<file path="config.mk">
export PLATFORM = sky130hd
export DESIGN_NAME = i2c_master_status_sequencer
export DESIGN_NICKNAME = d
export VERILOG_FILES = /design/src/i2cms_pkg.sv /design/src/i2cms_buffer.sv /design/src/i2c_master_status_sequencer.sv
export SDC_FILE = /design/constraint.sdc
export NUM_CORES = 1
export LEC_CHECK = 0
export ABC_AREA = 0
export BUFFER_PORTS_ARGS = -buffer_cell sky130_fd_sc_hd__buf_2
export CORE_ASPECT_RATIO = 1.75
export CORE_MARGIN = 2
export CORE_UTILIZATION = 45
export CTS_CLUSTER_DIAMETER = 120
export CTS_CLUSTER_SIZE = 8
export DETAILED_ROUTE_END_ITERATION = 6
export GPL_ROUTABILITY_DRIVEN = 0
export MAX_ROUTING_LAYER = met4
export SLEW_MARGIN = 20
export SYNTH_ARGS = -nofsm -noshare
export SYNTH_HDL_FRONTEND = slang
export SYNTH_SLANG_ARGS = --single-unit
</file>
<file path="constraint.sdc">
create_clock -name clk -period 4.1 [get_ports clk]
set_input_delay 0.615 -clock clk [delete_from_list [all_inputs] [get_ports clk]]
set_output_delay 0.615 -clock clk [all_outputs]
set_load 0.005 [all_outputs]
</file>
<file path="src/i2cms_pkg.sv">
package i2cms_pkg;

    typedef enum logic [1:0] {
        CMD_LOAD  = 2'd0,
        CMD_WRITE = 2'd1,
        CMD_EVENT = 2'd2,
        CMD_READ  = 2'd3
    } cmd_t;

    typedef enum logic [3:0] {
        ACT_ADDR    = 4'd0,
        ACT_DATA    = 4'd1,
        ACT_STOP    = 4'd2,
        ACT_REP     = 4'd3,
        ACT_RESTART = 4'd4,
        ACT_RX_ACK  = 4'd5,
        ACT_RX_NACK = 4'd6,
        ACT_FINISH  = 4'd7,
        ACT_NONE    = 4'd8
    } action_t;

    typedef enum logic [1:0] {
        NOTIFY_NEVER = 2'd0,
        NOTIFY_READ  = 2'd1,
        NOTIFY_WRITE = 2'd2,
        NOTIFY_ALWAYS = 2'd3
    } notify_mode_t;

    // Controller status codes.
    localparam logic [7:0] ST_START      = 8'h08;
    localparam logic [7:0] ST_REP_START  = 8'h10;
    localparam logic [7:0] ST_AW_ACK     = 8'h18;
    localparam logic [7:0] ST_AW_NACK    = 8'h20;
    localparam logic [7:0] ST_DW_ACK     = 8'h28;
    localparam logic [7:0] ST_DW_NACK    = 8'h30;
    localparam logic [7:0] ST_ARB_LOST   = 8'h38;
    localparam logic [7:0] ST_AR_ACK     = 8'h40;
    localparam logic [7:0] ST_AR_NACK    = 8'h48;
    localparam logic [7:0] ST_DR_ACK     = 8'h50;
    localparam logic [7:0] ST_DR_NACK    = 8'h58;

    // Direction bit of the address byte.
    localparam logic [7:0] ADDR_READ_BIT = 8'h01;

endpackage

</file>
<file path="src/i2cms_buffer.sv">
module i2cms_buffer #(
    parameter int DEPTH = 16,
    parameter int AW    = 4
) (
    input  logic          clk,
    input  logic          we,
    input  logic [AW-1:0] waddr,
    input  logic [7:0]    wdata,
    input  logic          re,
    input  logic [AW-1:0] raddr,
    output logic [7:0]    rdata
);

    logic [7:0] mem [DEPTH];
    logic [7:0] rdata_reg;

    always_ff @(posedge clk)
    begin
        if (we)
        begin
            mem[waddr] <= wdata;
        end
    end

    // Read data holds while re is low, so a stalled result keeps its byte.
    always_ff @(posedge clk)
    begin
        if (re)
        begin
            rdata_reg <= mem[raddr];
        end
    end

    assign rdata = rdata_reg;

endmodule

</file>
<file path="src/i2c_master_status_sequencer.sv">
// I2C master transaction sequencer driven by controller status codes.
// Input channel (in_valid/in_ready) carries one command per transfer: load a
// transaction, write a buffer byte, report a controller status event, or read
// a buffer byte. Output channel (out_valid/out_ready) returns exactly one
// result per command: the bus action, the byte for the data register, the
// completion flag with final status and notify flag, and the buffer byte.
// A result is presented the cycle after its command is taken. One command is
// accepted per cycle unless the output stalls; the byte buffer is a single
// synchronous RAM with one write and one read port, written in the accept
// cycle, so a read in the next command already sees the new byte.
// The transaction registers and byte counter are updated in the accept cycle,
// which lets back-to-back events follow each other without a bubble.
// Reset clears the transaction registers and leaves the block idle; buffer
// contents are undefined until written.
// When the receiver stalls, the result register holds and in_ready stays low
// until out_ready rises; in_ready follows out_ready in the same cycle.
module i2c_master_status_sequencer #(
    parameter int BUFFER_DEPTH = 16
) (
    input  logic       clk,
    input  logic       rst_n,
    input  logic       in_valid,
    output logic       in_ready,
    input  logic [1:0] cmd,
    input  logic [7:0] address_byte,
    input  logic [4:0] transfer_length,
    input  logic       repeat_start,
    input  logic [1:0] notify_mode,
    input  logic [3:0] byte_index,
    input  logic [7:0] data_byte,
    input  logic [7:0] status_code,
    output logic       out_valid,
    input  logic       out_ready,
    output logic [3:0] bus_action,
    output logic [7:0] tx_byte,
    output logic       done_res,
    output logic [7:0] final_status,
    output logic       notify,
    output logic [7:0] read_byte
);

    localparam int AW = (BUFFER_DEPTH > 1) ? $clog2(BUFFER_DEPTH) : 1;
    localparam int CW = $clog2(BUFFER_DEPTH + 1);

    // Transaction state.
    logic [7:0]    slave_address_reg, slave_address_next;
    logic [4:0]    length_reg, length_next;
    logic          repeat_reg, repeat_next;
    logic [1:0]    notify_mode_reg, notify_mode_next;
    logic [CW-1:0] count_reg, count_next;
    logic          active_reg, active_next;

    // Result register.
    logic                    out_valid_reg;
    i2cms_pkg::action_t      act_reg, act_next;
    logic [7:0]              tx_reg, tx_next;
    logic                    tx_mem_reg, tx_mem_next;
    logic                    rd_mem_reg, rd_mem_next;
    logic                    done_reg, done_next;
    logic [7:0]              final_reg, final_next;
    logic                    notify_reg, notify_next;

    logic          in_fire;
    logic          buf_we;
    logic [AW-1:0] buf_waddr;
    logic [AW-1:0] buf_raddr;
    logic [AW-1:0] idx_addr;
    logic [AW-1:0] cnt_addr;
    logic [7:0]    buf_rdata;
    logic          idx_ok;
    logic          cnt_below;
    logic [CW-1:0] cnt_inc;
    logic          want_notify;
    logic          is_read_xfer;
    logic [31:0]   idx_ext;
    i2cms_pkg::action_t end_act;

    assign in_ready = !out_valid_reg || out_ready;
    assign in_fire  = in_valid && in_ready;

    assign idx_ext   = 32'(byte_index);
    assign idx_addr  = idx_ext[AW-1:0];
    assign cnt_addr  = count_reg[AW-1:0];
    assign idx_ok    = idx_ext < 32'(BUFFER_DEPTH);
    assign cnt_below = 32'(count_reg) < 32'(BUFFER_DEPTH);
    assign cnt_inc   = cnt_below ? count_reg + CW'(1) : count_reg;
    assign end_act   = repeat_reg ? i2cms_pkg::ACT_REP : i2cms_pkg::ACT_STOP;

    assign is_read_xfer = (slave_address_reg & i2cms_pkg::ADDR_READ_BIT) != 8'd0;

    always_comb
    begin
        case (notify_mode_reg)
            i2cms_pkg::NOTIFY_ALWAYS: want_notify = 1'b1;
            i2cms_pkg::NOTIFY_READ:   want_notify = is_read_xfer;
            i2cms_pkg::NOTIFY_WRITE:  want_notify = !is_read_xfer;
            default:                  want_notify = 1'b0;
        endcase
    end

    always_comb
    begin
        slave_address_next = slave_address_reg;
        length_next        = length_reg;
        repeat_next        = repeat_reg;
        notify_mode_next   = notify_mode_reg;
        count_next         = count_reg;
        active_next        = active_reg;
        act_next           = i2cms_pkg::ACT_NONE;
        tx_next            = 8'd0;
        tx_mem_next        = 1'b0;
        rd_mem_next        = 1'b0;
        done_next          = 1'b0;
        final_next         = 8'd0;
        notify_next        = 1'b0;
        buf_we             = 1'b0;
        buf_waddr          = cnt_addr;
        buf_raddr          = cnt_addr;

        case (cmd)
            i2cms_pkg::CMD_LOAD:
            begin
                slave_address_next = address_byte;
                length_next        = transfer_length;
                repeat_next        = repeat_start;
                notify_mode_next   = notify_mode;
                count_next         = '0;
                active_next        = 1'b1;
            end
            i2cms_pkg::CMD_WRITE:
            begin
                buf_we    = idx_ok;
                buf_waddr = idx_addr;
            end
            i2cms_pkg::CMD_READ:
            begin
                buf_raddr   = idx_addr;
                rd_mem_next = idx_ok;
            end
            default:
            begin
                if (active_reg)
                begin
                    case (status_code) inside
                        i2cms_pkg::ST_START, i2cms_pkg::ST_REP_START:
                        begin
                            act_next = i2cms_pkg::ACT_ADDR;
                            tx_next  = slave_address_reg;
                        end
                        i2cms_pkg::ST_AW_ACK, i2cms_pkg::ST_DW_ACK:
                        begin
                            if (32'(count_reg) == 32'(length_reg))
                            begin
                                act_next    = end_act;
                                done_next   = 1'b1;
                                final_next  = status_code;
                                notify_next = want_notify;
                                active_next = 1'b0;
                            end
                            else
                            begin
                                // A counter parked at the buffer depth sends zero.
                                act_next    = i2cms_pkg::ACT_DATA;
                                tx_mem_next = cnt_below;
                                count_next  = cnt_inc;
                            end
                        end
                        i2cms_pkg::ST_AW_NACK, i2cms_pkg::ST_DW_NACK,
                        i2cms_pkg::ST_AR_NACK:
                        begin
                            act_next    = i2cms_pkg::ACT_STOP;
                            done_next   = 1'b1;
                            final_next  = status_code;
                            notify_next = want_notify;
                            active_next = 1'b0;
                        end
                        i2cms_pkg::ST_ARB_LOST:
                        begin
                            act_next = i2cms_pkg::ACT_RESTART;
                        end
                        i2cms_pkg::ST_AR_ACK:
                        begin
                            act_next = (32'(length_reg) <= 32'(count_reg) + 32'd1) ?
                                       i2cms_pkg::ACT_RX_NACK : i2cms_pkg::ACT_RX_ACK;
                        end
                        i2cms_pkg::ST_DR_ACK:
                        begin
                            buf_we     = cnt_below;
                            count_next = cnt_inc;
                            act_next   = (32'(length_reg) == 32'(cnt_inc) + 32'd1) ?
                                         i2cms_pkg::ACT_RX_NACK : i2cms_pkg::ACT_RX_ACK;
                        end
                        i2cms_pkg::ST_DR_NACK:
                        begin
                            buf_we      = cnt_below;
                            act_next    = end_act;
                            done_next   = 1'b1;
                            final_next  = status_code;
                            notify_next = want_notify;
                            active_next = 1'b0;
                        end
                        default:
                        begin
                            act_next    = i2cms_pkg::ACT_FINISH;
                            done_next   = 1'b1;
                            final_next  = status_code;
                            notify_next = want_notify;
                            active_next = 1'b0;
                        end
                    endcase
                end
            end
        endcase
    end

    i2cms_buffer #(
        .DEPTH (BUFFER_DEPTH),
        .AW    (AW)
    ) u_buffer (
        .clk   (clk),
        .we    (buf_we && in_fire),
        .waddr (buf_waddr),
        .wdata (data_byte),
        .re    (in_fire),
        .raddr (buf_raddr),
        .rdata (buf_rdata)
    );

    always_ff @(posedge clk or negedge rst_n)
    begin
        if (!rst_n)
        begin
            slave_address_reg <= 8'd0;
            length_reg        <= 5'd0;
            repeat_reg        <= 1'b0;
            notify_mode_reg   <= 2'd0;
            count_reg         <= '0;
            active_reg        <= 1'b0;
            out_valid_reg     <= 1'b0;
        end
        else
        begin
            if (in_fire)
            begin
                slave_address_reg <= slave_address_next;
                length_reg        <= length_next;
                repeat_reg        <= repeat_next;
                notify_mode_reg   <= notify_mode_next;
                count_reg         <= count_next;
                active_reg        <= active_next;
                out_valid_reg     <= 1'b1;
            end
            else if (out_ready)
            begin
                out_valid_reg <= 1'b0;
            end
        end
    end

    always_ff @(posedge clk)
    begin
        if (in_fire)
        begin
            act_reg    <= act_next;
            tx_reg     <= tx_next;
            tx_mem_reg <= tx_mem_next;
            rd_mem_reg <= rd_mem_next;
            done_reg   <= done_next;
            final_reg  <= final_next;
            notify_reg <= notify_next;
        end
    end

    assign out_valid    = out_valid_reg;
    assign bus_action   = act_reg;
    assign tx_byte      = tx_mem_reg ? buf_rdata : tx_reg;
    assign done_res     = done_reg;
    assign final_status = final_reg;
    assign notify       = notify_reg;
    assign read_byte    = rd_mem_reg ? buf_rdata : 8'd0;

endmodule
</file>
==> impl_metrics.yaml <==
synth:
  synth_edf_count: 160
  synth_area_sq_um: 8220
  ys_seq_elements: 183
  async_flop_share_pct: 12.6
  ys_seq_area_share_pct: 65.4
  synth_cells: 539
  synth_cell_type_count: 66
  ys_warn_count: 0
  ys.flop_type: "edfxtp_1"
  synth_nets: 589
  syn_area_per_cell_sq_um: 15.3
die:
  row_count: 65
  dieHeight_um: 183
  design.portCount: 74
  core_sq_um: 18000
  die_w_um: 106
  initial_core_util_pct: 45.7
  die_area_sq_um: 19400
placed_design:
  port-buffer-count: 73
  dp_hpwl_um: 13700
  dpl_worst_slack_ps: 924
  placed_area_sq_um: 8910
timing:
  fin_tns_setup_ps: 0
  tightest_slew_ps: 1000
  slew_viol_final: 0
  setup_viol: 0
  hold_viol: 0
  final.period_utilization_pct: 76.1
  fin_skew_ps: 17.5
  setup_ws_ps: 978
  fmax_ghz: 0.320
  rsz0062_at_grt: "false"
  min_period_ps: 3120
  relSlewSlack_pct: 32.6
worst_setup_path:
  slowest_stage: "dfrtp_1"
  r2r_end: "bus_action[1]"
  crit_path_cell_trace: "ha_1 > inv_1 > o21ai_0 > ha_1 > a21boi_0 > or4b_1 > and3_1 > o32ai_2"
  path_buf_inv: 1
  r2r-start: "count_reg[1]"
  arrival_ps: 3380
  r2r.worst_path.cells: 8
  crit_path_end_kind: "register"
  r2r_slack_ps: 980
  cp.required_ps: 4350
  critPathKind: "register to register"
  crit_top_cell: "ha_1"
  cp_top_family: "compound AO/OA/AOI/OAI gates"
  critical_path.max_fanout: 11
  cp-start-kind: "register"
  critPathMaxStageDelay_ps: 570
cells_and_area:
  layout_common_cells: "edfxtp_1 (160), buf_2 (73), nand2_1 (56), mux4_2 (31), nor2_1 (30)"
  top_register: "u_buffer.mem"
  final_util_pct: 53.2
  final_area_sq_um: 9560
  syn2layout_area_growth_pct: 16.2
  antenna_cells: 0
  seq_area_sq_um: 5380
  fin_nets: 676
  num-fill-cells: 1462
  largest_register_ffs: 128
  multiInputGateArea_sq_um: 2640
  layout_commonest_cell: "edfxtp_1"
  drive_above_1_share_pct: 29.0
clock_tree:
  cts_max_level: 4
  cts_resized: 0
  postCtsHoldBufs: 0
  clock_sinks: 183
  root_buffer: "clkbuf_16"
  cts_buffers: 17
  clk_pin_slew_ps: 70
  post-cts-setup-buffer-count: 0
  cts_buffer_depth: 2
  cts_tree: "built"
  clock_latency_ps: 430
power:
  swShare_pct: 25.2
  p_int_w: 0.00314
  power_density_nw_per_um2: 438
  power_w: 0.00419
  peakVddDrop_uv: 282
  pwr-share-seq_pct: 50.9
  p_switching_w: 0.00105
  power.leakage_nw: 3.59
  clockPowerShare_pct: 40.7
  comb_power_share_pct: 8.5
status:
  status: "finished clean"
route:
  wl_per_cell_um: 21.5
  via_per_inst: 5.64
  routed-via-count: 4921
  drt-pass1-iter-count: 5
  drtIter0Drc: 288
  drc: 0
  drtAntennaViolNets: 0
  wl_um: 18700
grt:
  grt_pass1_vias: 5208
  grt-ovfl-total: 0
  antenna_found_initial: 0
  grt_pass1_wl_um: 29100
  track_usage_pct: 20.9
  grt_max_degree: 25
hold_path:
  worstHoldPathType: "primary input to async pin"
run:
  cap_viol_max_count: 0
==> worst max-delay path by stage <==
stage / cells past startpoint / endpoint / from / slack (ps)
after global placement: 7 / u_buffer.rdata[2] / cmd[0] / 990
final: 8 / bus_action[1] / count_reg[1] / 980
after CTS: 8 / bus_action[1] / count_reg[1] / 990
after floorplan: 7 / u_buffer.mem[11][0] / status_code[4] / 1540
after global routing: 8 / bus_action[1] / count_reg[1] / 800
after detailed placement: 7 / u_buffer.rdata[2] / cmd[0] / 920
==> worst reg2reg max path, cell delays in order, from the launching register on <==
cell      delay, ps
dfrtp_1         570
ha_1            420
inv_1            70
o21ai_0         440
ha_1            350
a21boi_0        130
or4b_1          530
and3_1          190
o32ai_2         240
==> synthesized netlist by cell type, types with 2 or more instances <==
cell type  instances  area, sq um
a211o_1            2         17.5
a211oi_1           9         67.6
a21o_1             2         15.0
a21oi_1           13         65.1
a31oi_1            6         37.5
and2_1            11         68.8
and3_1            12         75.1
buf_2              9         45.0
buf_4              3         22.5
buf_6              6         67.6
clkbuf_1           6         22.5
dfrtp_1           23          576
edfxtp_1         160         4800
ha_1               8          100
inv_1             17         63.8
mux2_2            10          113
mux2i_1           15          150
mux4_2            31          698
nand2_1           56          210
nand2b_1           4         25.0
nand3_1           11         55.1
nand4_1            3         18.8
nor2_1            30          113
nor2b_1           12         75.1
nor3_1             9         45.0
nor3b_1            3         22.5
nor4_1             2         12.5
nor4_4             2         42.5
o21ai_0            8         40.0
o21ai_1            3         15.0
o31ai_1            4         30.0
xnor2_1            9         78.8
xor2_1             7         61.3
==> kinds of logic after synthesis <==
group	after synthesis	synth area share, %
buffers and inverters	43	2.80
DFF	183	65.4
xor gates and xnor gates	17	1.90
muxes	58	12.3
adders and majority gates	8	1.22
AOI/OAI and AO/OA	60	5.22
and+or+nand+nor	170	11.1
==> power by group through the flow <==
stage / logic, W / registers, W / clock network, W
after floorplan: 0.000232 / 0.00215 / 0
after global placement: 0.000346 / 0.00217 / 0
after detailed placement: 0.000356 / 0.00217 / 0
after CTS: 0.000357 / 0.00213 / 0.00174
after global routing: 0.000394 / 0.00214 / 0.00180
final: 0.000354 / 0.00213 / 0.00170
==> layout make-up <==
cell class	instances	share of cell area [%]
multi-input combinational	313	27.7
clock buffer	17	4.45
timing repair buffer	94	5.60
inverter	17	0.668
sequential	183	56.3
clock inverter	15	2.24
tap	234	3.06
==> through the flow <==
| step | instances | hold slack [ps] |
|---|---|---|
| 6_report | 873 | 169 |
| 3_5_place_dp | 841 | 456 |
| 5_1_grt | 873 | 195 |
| 2_1_floorplan | 539 | 319 |
| 4_1_cts | 873 | 176 |
| 3_3_place_gp | 841 | 452 |
==> metal layers <==
| layer | routed length [um] | GRT usage (%) | vias to the layer above | part of all wire [%] |
|---|---|---|---|---|
| li1 | - | - | 2237 | - |
| met1 | 6640 | 21.3 | 2469 | 35 |
| met2 | 10600 | 38.7 | 163 | 57 |
| met3 | 723 | 3.62 | 52 | 3.9 |
| met4 | 778 | 9.16 | 0 | 4.2 |
| met5 | 0 | - | - | 0 |
Power figures use the tool's default switching activity.
